<file path="src/sv/gnig_pkg.sv">
// Shared types, constants and direction codes for the grid neighbor index generator.
`default_nettype none

package gnig_pkg;

  localparam int IDX_W = 24;
  localparam int CFG_DIM_W = 13;
  localparam int CFG_IDX_W = 2;
  localparam int NUM_DIRS = 8;
  localparam int DIR_W = 3;

  localparam int MAX_WIDTH_DEF = 4096;
  localparam int MAX_HEIGHT_DEF = 4096;

  localparam logic [CFG_DIM_W-1:0] CFG_DIM_RESET = 13'd4096;

  localparam logic [CFG_IDX_W-1:0] REG_GRID_WIDTH = 2'd0;
  localparam logic [CFG_IDX_W-1:0] REG_GRID_HEIGHT = 2'd1;
  localparam logic [CFG_IDX_W-1:0] REG_CONNECTIVITY = 2'd2;

  localparam logic [DIR_W-1:0] DIR_LEFT = 3'd0;
  localparam logic [DIR_W-1:0] DIR_RIGHT = 3'd1;
  localparam logic [DIR_W-1:0] DIR_UP = 3'd2;
  localparam logic [DIR_W-1:0] DIR_DOWN = 3'd3;
  localparam logic [DIR_W-1:0] DIR_UP_LEFT = 3'd4;
  localparam logic [DIR_W-1:0] DIR_UP_RIGHT = 3'd5;
  localparam logic [DIR_W-1:0] DIR_DOWN_LEFT = 3'd6;
  localparam logic [DIR_W-1:0] DIR_DOWN_RIGHT = 3'd7;

  localparam int QUEUE_DEPTH = 2;
  localparam int QUEUE_PTR_W = $clog2(QUEUE_DEPTH);
  localparam int QUEUE_CNT_W = $clog2(QUEUE_DEPTH + 1);

  // One classified pixel: its index and the set of neighbors that exist.
  typedef struct packed {
    logic [IDX_W-1:0]    pixel;
    logic [NUM_DIRS-1:0] mask;
  } entry_t;

endpackage

`default_nettype wire

</file>
<file path="src/sv/gnig_front.sv">
// Front end: accepts pixel indices, splits them into column and row, classifies neighbors.
`default_nettype none

module gnig_front #(
  parameter int MAX_WIDTH = gnig_pkg::MAX_WIDTH_DEF,
  parameter int MAX_HEIGHT = gnig_pkg::MAX_HEIGHT_DEF
) (
  input  wire logic                              clk,
  input  wire logic                              rst,
  input  wire logic                              push,
  input  wire logic [gnig_pkg::IDX_W-1:0]        pixel_index,
  output logic                                   full,
  input  wire logic [$clog2(MAX_WIDTH+1)-1:0]    dim_w,
  input  wire logic [$clog2(MAX_HEIGHT+1)-1:0]   dim_h,
  input  wire logic                              six_mode,
  input  wire logic                              q_full,
  output logic                                   q_push,
  output gnig_pkg::entry_t                       q_entry
);

  localparam int WW = $clog2(MAX_WIDTH + 1);
  localparam int HW = $clog2(MAX_HEIGHT + 1);
  localparam int PRW = WW + HW;
  localparam int CMPW = (PRW > gnig_pkg::IDX_W) ? PRW : gnig_pkg::IDX_W;
  localparam int QW = $clog2(MAX_HEIGHT);
  localparam int QN = (QW + 1) / 2;
  localparam int QB = 2 * QN;
  localparam int SW = (WW + QB > gnig_pkg::IDX_W) ? WW + QB : gnig_pkg::IDX_W;
  localparam int CNTW = $clog2(QN + 1);
  localparam int XW = WW + 1;
  localparam int YW = ((QB > HW) ? QB : HW) + 1;

  typedef enum logic [1:0] {
    ST_IDLE,
    ST_DIV,
    ST_CLASS
  } state_t;

  state_t                       state;
  logic [gnig_pkg::IDX_W-1:0]   pix;
  logic [PRW-1:0]               area;
  logic [SW-1:0]                rem;
  logic [SW-1:0]                dvs;
  logic [QB-1:0]                quo;
  logic [CNTW-1:0]              cnt;

  logic                         accept;
  logic [SW-1:0]                dvs_half;
  logic                         bit_hi;
  logic                         bit_lo;
  logic [SW-1:0]                rem_mid;
  logic [SW-1:0]                rem_next;

  logic [WW-1:0]                col;
  logic                         in_range;
  logic                         has_l;
  logic                         has_r;
  logic                         has_u;
  logic                         has_d;
  logic                         diag_all;
  logic                         near_diag;

  assign q_push = (state == ST_CLASS) && !q_full;
  assign full = !((state == ST_IDLE) || q_push);
  assign accept = push && !full;

  // Two quotient bits per cycle by shifted-divisor restoring division.
  always_comb begin
    dvs_half = dvs >> 1;
    bit_hi = (rem >= dvs);
    rem_mid = bit_hi ? (rem - dvs) : rem;
    bit_lo = (rem_mid >= dvs_half);
    rem_next = bit_lo ? (rem_mid - dvs_half) : rem_mid;
  end

  always_comb begin
    col = rem[WW-1:0];
    in_range = (CMPW'(pix) < CMPW'(area));
    has_l = (col != '0);
    has_r = ((XW'(col) + XW'(1)) < XW'(dim_w));
    has_u = (quo != '0);
    has_d = ((YW'(quo) + YW'(1)) < YW'(dim_h));
    diag_all = !six_mode && !(col[0] ^ quo[0]);
    near_diag = diag_all || six_mode;
    q_entry.pixel = pix;
    q_entry.mask = '0;
    if (in_range) begin
      q_entry.mask[gnig_pkg::DIR_LEFT] = has_l;
      q_entry.mask[gnig_pkg::DIR_RIGHT] = has_r;
      q_entry.mask[gnig_pkg::DIR_UP] = has_u;
      q_entry.mask[gnig_pkg::DIR_DOWN] = has_d;
      q_entry.mask[gnig_pkg::DIR_UP_LEFT] = near_diag && has_l && has_u;
      q_entry.mask[gnig_pkg::DIR_UP_RIGHT] = diag_all && has_r && has_u;
      q_entry.mask[gnig_pkg::DIR_DOWN_LEFT] = diag_all && has_l && has_d;
      q_entry.mask[gnig_pkg::DIR_DOWN_RIGHT] = near_diag && has_r && has_d;
    end
  end

  always_ff @(posedge clk) begin
    if (accept) begin
      pix <= pixel_index;
      area <= PRW'(dim_w) * PRW'(dim_h);
      rem <= SW'(pixel_index);
      dvs <= SW'(dim_w) << (QB - 1);
      quo <= '0;
      cnt <= CNTW'(QN);
    end else if (state == ST_DIV) begin
      rem <= rem_next;
      dvs <= dvs >> 2;
      quo <= QB'({quo, bit_hi, bit_lo});
      cnt <= cnt - CNTW'(1);
    end
    if (rst) begin
      state <= ST_IDLE;
    end else begin
      unique case (state)
        ST_IDLE: begin
          if (accept) begin
            state <= ST_DIV;
          end
        end
        ST_DIV: begin
          if (cnt == CNTW'(1)) begin
            state <= ST_CLASS;
          end
        end
        ST_CLASS: begin
          if (accept) begin
            state <= ST_DIV;
          end else if (q_push) begin
            state <= ST_IDLE;
          end
        end
        default: begin
          state <= ST_IDLE;
        end
      endcase
    end
  end

endmodule

`default_nettype wire

</file>
<file path="src/sv/gnig_queue.sv">
// Short queue of classified pixels between the front end and the result emitter.
`default_nettype none

module gnig_queue (
  input  wire logic              clk,
  input  wire logic              rst,
  input  wire logic              wr_en,
  input  wire gnig_pkg::entry_t  wr_entry,
  output logic                   q_full,
  input  wire logic              rd_en,
  output gnig_pkg::entry_t       rd_entry,
  output logic                   rd_valid
);

  gnig_pkg::entry_t                      slots [gnig_pkg::QUEUE_DEPTH];
  logic [gnig_pkg::QUEUE_PTR_W-1:0]      wr_ptr;
  logic [gnig_pkg::QUEUE_PTR_W-1:0]      rd_ptr;
  logic [gnig_pkg::QUEUE_CNT_W-1:0]      count;
  logic                                  do_wr;
  logic                                  do_rd;

  assign q_full = (count == gnig_pkg::QUEUE_CNT_W'(gnig_pkg::QUEUE_DEPTH));
  assign rd_valid = (count != '0);
  assign rd_entry = slots[rd_ptr];
  assign do_wr = wr_en && !q_full;
  assign do_rd = rd_en && rd_valid;

  always_ff @(posedge clk) begin
    if (do_wr) begin
      slots[wr_ptr] <= wr_entry;
    end
    if (rst) begin
      wr_ptr <= '0;
      rd_ptr <= '0;
      count <= '0;
    end else begin
      if (do_wr) begin
        wr_ptr <= wr_ptr + gnig_pkg::QUEUE_PTR_W'(1);
      end
      if (do_rd) begin
        rd_ptr <= rd_ptr + gnig_pkg::QUEUE_PTR_W'(1);
      end
      if (do_wr && !do_rd) begin
        count <= count + gnig_pkg::QUEUE_CNT_W'(1);
      end else if (do_rd && !do_wr) begin
        count <= count - gnig_pkg::QUEUE_CNT_W'(1);
      end
    end
  end

endmodule

`default_nettype wire

</file>
<file path="src/sv/gnig_back.sv">
// Back end: emits a result per neighbor of each pixel, or one empty result if none.
`default_nettype none

module gnig_back #(
  parameter int MAX_WIDTH = gnig_pkg::MAX_WIDTH_DEF
) (
  input  wire logic                             clk,
  input  wire logic                             rst,
  input  wire gnig_pkg::entry_t                 head,
  input  wire logic                             head_valid,
  output logic                                  head_pop,
  input  wire logic [$clog2(MAX_WIDTH+1)-1:0]   dim_w,
  output logic                                  empty,
  input  wire logic                             pop,
  output logic [gnig_pkg::IDX_W-1:0]            neighbor_index,
  output logic [gnig_pkg::DIR_W-1:0]            direction,
  output logic                                  empty_res,
  output logic                                  last
);

  logic                               out_valid;
  logic [gnig_pkg::NUM_DIRS-1:0]      done;
  logic [gnig_pkg::NUM_DIRS-1:0]      remaining;
  logic [gnig_pkg::NUM_DIRS-1:0]      sel_bit;
  logic [gnig_pkg::NUM_DIRS-1:0]      rest;
  logic [gnig_pkg::DIR_W-1:0]         sel;
  logic                               advance;
  logic                               no_neighbor;
  logic                               final_one;
  logic [gnig_pkg::IDX_W-1:0]         step_w;
  logic [gnig_pkg::IDX_W-1:0]         row_base;
  logic [gnig_pkg::IDX_W-1:0]         nb_index;

  assign empty = !out_valid;
  assign advance = head_valid && (!out_valid || pop);
  assign remaining = head.mask & ~done;
  assign no_neighbor = (head.mask == '0);

  // Lowest pending direction goes first.
  always_comb begin
    sel = gnig_pkg::DIR_LEFT;
    for (int i = gnig_pkg::NUM_DIRS - 1; i >= 0; i--) begin
      if (remaining[i]) begin
        sel = gnig_pkg::DIR_W'(i);
      end
    end
    sel_bit = gnig_pkg::NUM_DIRS'(1) << sel;
    rest = remaining & ~sel_bit;
    final_one = no_neighbor || (rest == '0);
  end

  assign head_pop = advance && final_one;

  always_comb begin
    step_w = gnig_pkg::IDX_W'(dim_w);
    unique case (sel)
      gnig_pkg::DIR_UP, gnig_pkg::DIR_UP_LEFT, gnig_pkg::DIR_UP_RIGHT: begin
        row_base = head.pixel - step_w;
      end
      gnig_pkg::DIR_DOWN, gnig_pkg::DIR_DOWN_LEFT, gnig_pkg::DIR_DOWN_RIGHT: begin
        row_base = head.pixel + step_w;
      end
      default: begin
        row_base = head.pixel;
      end
    endcase
    unique case (sel)
      gnig_pkg::DIR_LEFT, gnig_pkg::DIR_UP_LEFT, gnig_pkg::DIR_DOWN_LEFT: begin
        nb_index = row_base - gnig_pkg::IDX_W'(1);
      end
      gnig_pkg::DIR_RIGHT, gnig_pkg::DIR_UP_RIGHT, gnig_pkg::DIR_DOWN_RIGHT: begin
        nb_index = row_base + gnig_pkg::IDX_W'(1);
      end
      default: begin
        nb_index = row_base;
      end
    endcase
  end

  always_ff @(posedge clk) begin
    if (advance) begin
      if (no_neighbor) begin
        neighbor_index <= '0;
        direction <= gnig_pkg::DIR_LEFT;
        empty_res <= 1'b1;
        last <= 1'b1;
      end else begin
        neighbor_index <= nb_index;
        direction <= sel;
        empty_res <= 1'b0;
        last <= final_one;
      end
    end
    if (rst) begin
      out_valid <= 1'b0;
      done <= '0;
    end else begin
      if (advance) begin
        out_valid <= 1'b1;
        done <= final_one ? '0 : (done | sel_bit);
      end else if (pop) begin
        out_valid <= 1'b0;
      end
    end
  end

endmodule

`default_nettype wire

</file>
<file path="src/sv/grid_neighbor_index_generator_top.sv">
// Top level: configuration registers, front end, pixel queue and result emitter.
// A pixel is divided in the front end by a divider that retires two quotient bits per cycle,
// then classified and written to the pixel queue; its results reach the ports through the
// emitter's output register, one result per cycle while pop is held and a pixel is queued.
// The front end takes a new pixel in the cycle its previous one enters the queue, and
// stalls while the queue is full. Reset restores the defaults.
`default_nettype none

module grid_neighbor_index_generator_top #(
  parameter int MAX_WIDTH = gnig_pkg::MAX_WIDTH_DEF,
  parameter int MAX_HEIGHT = gnig_pkg::MAX_HEIGHT_DEF
) (
  input  wire logic                               clk,
  input  wire logic                               rst,
  input  wire logic                               push,
  output logic                                    full,
  input  wire logic [gnig_pkg::IDX_W-1:0]         pixel_index,
  output logic                                    empty,
  input  wire logic                               pop,
  output logic [gnig_pkg::IDX_W-1:0]              neighbor_index,
  output logic [gnig_pkg::DIR_W-1:0]              direction,
  output logic                                    empty_res,
  output logic                                    last,
  input  wire logic                               cfg_valid,
  output logic                                    cfg_ready,
  input  wire logic [gnig_pkg::CFG_IDX_W-1:0]     cfg_index,
  input  wire logic [gnig_pkg::CFG_DIM_W-1:0]     cfg_data
);

  localparam int WW = $clog2(MAX_WIDTH + 1);
  localparam int HW = $clog2(MAX_HEIGHT + 1);

  logic [gnig_pkg::CFG_DIM_W-1:0]   grid_width;
  logic [gnig_pkg::CFG_DIM_W-1:0]   grid_height;
  logic                             connectivity;
  logic [WW-1:0]                    dim_w;
  logic [HW-1:0]                    dim_h;

  logic                             q_full;
  logic                             q_push;
  gnig_pkg::entry_t                 q_entry;
  gnig_pkg::entry_t                 head;
  logic                             head_valid;
  logic                             head_pop;

  assign cfg_ready = 1'b1;

  always_ff @(posedge clk) begin
    if (rst) begin
      grid_width <= gnig_pkg::CFG_DIM_RESET;
      grid_height <= gnig_pkg::CFG_DIM_RESET;
      connectivity <= 1'b0;
    end else if (cfg_valid && cfg_ready) begin
      unique case (cfg_index)
        gnig_pkg::REG_GRID_WIDTH: begin
          grid_width <= cfg_data;
        end
        gnig_pkg::REG_GRID_HEIGHT: begin
          grid_height <= cfg_data;
        end
        gnig_pkg::REG_CONNECTIVITY: begin
          connectivity <= cfg_data[0];
        end
        default: begin
        end
      endcase
    end
  end

  // A zero dimension counts as one; an oversized one saturates at its maximum.
  always_comb begin
    if (grid_width == '0) begin
      dim_w = WW'(1);
    end else if (32'(grid_width) > MAX_WIDTH) begin
      dim_w = WW'(MAX_WIDTH);
    end else begin
      dim_w = WW'(grid_width);
    end
    if (grid_height == '0) begin
      dim_h = HW'(1);
    end else if (32'(grid_height) > MAX_HEIGHT) begin
      dim_h = HW'(MAX_HEIGHT);
    end else begin
      dim_h = HW'(grid_height);
    end
  end

  gnig_front #(
    .MAX_WIDTH(MAX_WIDTH),
    .MAX_HEIGHT(MAX_HEIGHT)
  ) u_front (
    .clk(clk),
    .rst(rst),
    .push(push),
    .pixel_index(pixel_index),
    .full(full),
    .dim_w(dim_w),
    .dim_h(dim_h),
    .six_mode(connectivity),
    .q_full(q_full),
    .q_push(q_push),
    .q_entry(q_entry)
  );

  gnig_queue u_queue (
    .clk(clk),
    .rst(rst),
    .wr_en(q_push),
    .wr_entry(q_entry),
    .q_full(q_full),
    .rd_en(head_pop),
    .rd_entry(head),
    .rd_valid(head_valid)
  );

  gnig_back #(
    .MAX_WIDTH(MAX_WIDTH)
  ) u_back (
    .clk(clk),
    .rst(rst),
    .head(head),
    .head_valid(head_valid),
    .head_pop(head_pop),
    .dim_w(dim_w),
    .empty(empty),
    .pop(pop),
    .neighbor_index(neighbor_index),
    .direction(direction),
    .empty_res(empty_res),
    .last(last)
  );

endmodule

`default_nettype wire

</file>
<file path="config.mk">
export PLATFORM = sky130hd
export DESIGN_NAME = grid_neighbor_index_generator_top
export DESIGN_NICKNAME = d
export VERILOG_FILES = /design/src/sv/gnig_pkg.sv /design/src/sv/gnig_front.sv /design/src/sv/gnig_queue.sv /design/src/sv/gnig_back.sv /design/src/sv/grid_neighbor_index_generator_top.sv
export SDC_FILE = /design/constraint.sdc
export NUM_CORES = 1
export LEC_CHECK = 0
export ABC_AREA = 1
export BUFFER_PORTS_ARGS = -buffer_cell sky130_fd_sc_hd__clkbuf_2
export CORE_UTILIZATION = 30
export CTS_BUF_LIST = sky130_fd_sc_hd__clkbuf_4
export DETAILED_ROUTE_END_ITERATION = 8
export GPL_TIMING_DRIVEN = 0
export PLACE_DENSITY = 0.5
export SLEW_MARGIN = 20
export SYNTH_ARGS = -nofsm -noshare
export SYNTH_HDL_FRONTEND = slang
export SYNTH_HIERARCHICAL = 1
export SYNTH_SLANG_ARGS = --single-unit
</file>
<file path="constraint.sdc">
create_clock -name clk -period 7.2 [get_ports clk]
set_clock_uncertainty 0.05 [all_clocks]
set_input_delay 0.72 -clock clk [delete_from_list [all_inputs] [get_ports clk]]
set_output_delay 0.72 -clock clk [all_outputs]
set_load 0.01 [all_outputs]
</file>
==> results.json <==
{
  "clock-sinks": 250,
  "cts_tree": "done",
  "start_util_pct": 30.3,
  "drv_cap": 0,
  "power.share.sequential_pct": 20.7,
  "gp_congestion": 0.916,
  "crit_type": "flip-flop to flip-flop",
  "failed_checks": "DRC",
  "hold_path_end": "u_front/pix[19]$_DFFE_PP_",
  "path_clk_slew_ns": 0.07,
  "rsz0062_at_grt": "false",
  "clockBufferDepth": 3,
  "clkPwrFrac_pct": 13.8,
  "r2r_start": "grid_width[2]$_SDFFE_PP0P_",
  "wirelength_um": 74300,
  "switchingPower_uw": 4880,
  "worst_pin_slew_ns": 0.976,
  "synth_edf_count": 180,
  "min_delay_path_depth": 1,
  "powerDensity_nw_per_um2": 361,
  "ff2ff_setup_slack_ns": 0.35,
  "core_area_um2": 80700,
  "p_leak_uw": 0.0134,
  "hold_path.class": "input pin to flip-flop",
  "dp.final_hpwl_um": 60900,
  "clkLatencyLatePin_ns": 0.84,
  "grt_pass1_vias": 20165,
  "dr.pass1.iters": 7,
  "crit_required_ns": 7.66,
  "viasPerCell": 4.63,
  "synth.area.top_cells": "edfxtp_1 22%, ha_1 11%, nand2_1 10%",
  "postRouteAntennaNets": 0,
  "synth.most_common_cell": "nand2_1",
  "numCtsBuffers": 69,
  "relSlewSlack_pct": 34.3,
  "drc": 20,
  "rows": 104,
  "synth-seq-cells": 250,
  "antenna_found_initial": 4,
  "post_cts_buffers": 0,
  "ff2ff_path_depth": 23,
  "fin_crit_sh_pct": 95.2,
  "wl_per_cell_um": 16.8,
  "critPathArrivalTime_ns": 7.31,
  "synth_top_area_share_pct": 22.1,
  "final.setup.tns_ns": 0,
  "syn-num-nets": 3549,
  "drt_iter0_drc": 1273,
  "min_from": "pixel_index[19]",
  "setup_viol_count_final": 0,
  "track_usage_pct": 18.1,
  "fin_ws_ns": 0.345,
  "p_sw_share_pct": 49.5,
  "p_comb_share_pct": 65.5,
  "syn_inst": 3157,
  "end_kind": "flip-flop",
  "report.final.slew_viol_count": 0,
  "p_int_uw": 4970,
  "synth_commonest_cells": "679 x nand2_1, 648 x inv_1, 243 x nor2_1",
  "ys_warn_count": 6,
  "critPathMaxFanout": 10,
  "num_vias": 20439,
  "die_area_um2": 82800,
  "n_fill_cell": 8736,
  "grt-ovfl-total": 0,
  "grt_first_pass_wirelength_um": 115000,
  "synth_top_cell_by_area": "edfxtp_1",
  "syn_avg_cell_area_um2": 7.76,
  "hold_violations": 0,
  "pre_cts_ws_ns": -0.0176,
  "ctsHtreeMaxLevel": 3,
  "status": "complete, but fails checks",
  "die-height_um": 288,
  "port_buffers": 74,
  "yosysUniqueCellTypes": 66,
  "final_layout_size_suffix_gt1_share_pct": 10.7,
  "async_flop_share_pct": 0,
  "fmax_mhz": 146,
  "grt_start_max_net_pins": 35,
  "r2r_end": "u_front/area[20]$_DFFE_PP_",
  "dominantRegCellSynth": "edfxtp_1",
  "die_w_um": 288,
  "ir_worst_vdd_mv": 0.320,
  "pin_count": 76,
  "syn_area_um2": 24500,
  "syn_to_final_growth_pct": 11.3,
  "min_period_ns": 6.85,
  "yosysSeqAreaShare_pct": 27.8,
  "start_kind": "flip-flop",
  "final_nets": 3698,
  "cts-root-buf": "clkbuf_4"
}
==> power groups by stage <==
stage               Sequential, uW  Clock [uW]  Combinational (uW)
CTS                           2040        1420                6400
detailed placement            2070           0                6360
global route                  2060        1480                7180
finish                        2040        1360                6450
floorplan                     2010           0                4730
global placement              2080           0                6370
==> worst max path at each step <==
stage	from	endpoint	slack, ns	cells after the start
2_1_floorplan	grid_width[10]$_SDFFE_PP0P_	u_front/area[20]$_DFFE_PP_	1.41	22
3_3_place_gp	grid_width[6]$_SDFFE_PP0P_	u_front/area[25]$_DFFE_PP_	-0.40	26
3_5_place_dp	grid_width[2]$_SDFFE_PP0P_	u_front/area[20]$_DFFE_PP_	-0.02	23
4_1_cts	grid_width[6]$_SDFFE_PP0P_	u_front/area[20]$_DFFE_PP_	0.04	23
5_1_grt	grid_width[2]$_SDFFE_PP0P_	u_front/area[19]$_DFFE_PP_	0.005	26
6_report	grid_width[2]$_SDFFE_PP0P_	u_front/area[20]$_DFFE_PP_	0.35	23
==> cell usage in the layout (no fill, tap or decap), types with 13 or more instances in the layout <==
| cell | instances |
|---|---|
| mux2_4 | 30 |
| nand2_2 | 14 |
| clkbuf_4 | 88 |
| clkbuf_2 | 83 |
| nor3_1 | 21 |
| inv_2 | 17 |
| xnor2_1 | 34 |
| nor4_1 | 17 |
| fa_1 | 125 |
| nand4_1 | 37 |
| dfxtp_1 | 70 |
| a21oi_1 | 181 |
| ha_1 | 223 |
| edfxtp_1 | 180 |
| nand3_1 | 130 |
| nor2_1 | 241 |
| xor2_1 | 86 |
| inv_1 | 646 |
| nand2_1 | 679 |
| o21ai_1 | 29 |
| o21bai_2 | 20 |
| a22oi_1 | 22 |
| o21ai_0 | 125 |
| clkinv_1 | 13 |
| clkbuf_1 | 36 |
==> metrics by stage <==
step                      hold slack (ns)  util [%]  cell area, um^2  std cells  total power (uW)
after floorplan                     0.387         -            24500       3157              6750
after global placement              0.414      32.5            26200       4291              8450
after detailed placement            0.418      32.6            26300       4296              8440
after CTS                          0.0137      33.7            27200       4408              9860
after global routing               0.0343      33.8            27300       4408             10700
final                              0.0914      33.8            27300       4411              9850
==> timing repair <==
item | in CTS | in global routing
hold buffers | 0 | 0
setup endpoints to repair | 2 | 10
gates resized for setup | 2 | 27
==> per-layer routing <==
| metal | wire, um | global-route usage [%] |
|---|---|---|
| met1 | 35100 | 24.3 |
| met2 | 33200 | 28.9 |
| met3 | 4120 | 3.87 |
| met4 | 1950 | 5.57 |
| met5 | 0 | 0 |
==> worst max-delay path, cell delays in order, from the launching register on <==
cell      delay (ns)
dfxtp_1         0.30
inv_1           0.14
nand2_1         0.08
nor3_2          0.10
nand2_1         0.15
buf_6           0.21
a21boi_4        0.52
clkbuf_2        0.41
nand2_1         0.13
fa_1            0.52
fa_1            0.52
inv_1           0.06
fa_1            0.48
fa_1            0.54
inv_1           0.05
fa_1            0.53
inv_1           0.04
ha_1            0.39
nand2_1         0.12
nor3_1          0.36
a21oi_1         0.17
o21ai_0         0.35
a21oi_1         0.17
xnor2_1         0.17
==> sequential cells by signal, summed over array words and instances (netlist names), 2 cells and up, named ones only <==
name / flops
u_front/quo: 12
u_queue/slots: 64
u_front/state: 2
u_back/done: 8
u_back/neighbor_index: 24
grid_height: 13
u_front/cnt: 3
grid_width: 13
u_queue/count: 2
u_front/area: 26
u_front/dvs: 24
u_back/direction: 3
u_front/pix: 24
u_front/rem: 25
==> logic make-up (layout without fill, tap and decap cells) <==
family | after synthesis | count (layout) | synth area share [%]
AO/OA/AOI/OAI | 478 | 478 | 11.8
XOR/XNOR | 120 | 120 | 4.29
adder cells (fa/ha/maj) | 348 | 348 | 21.6
buffers and inverters | 738 | 928 | 11.9
flip-flops | 250 | 250 | 27.8
multiplexers | 32 | 32 | 1.93
other | 1 | 5 | 0.0153
AND/OR/NAND/NOR | 1190 | 1190 | 20.7
==> layout make-up <==
class	instances	area [um^2]	share of cell area, %
antenna	4	10.0	0.0367
buffer	73	423	1.55
clock buffer	87	653	2.40
clock inverter	25	215	0.789
inverter	664	2500	9.16
multi-input combinational	2169	14900	54.6
sequential	250	6810	25.0
tap	1060	1330	4.87
timing repair buffer	79	458	1.68
No activity file was read; power rests on OpenSTA's default activity.
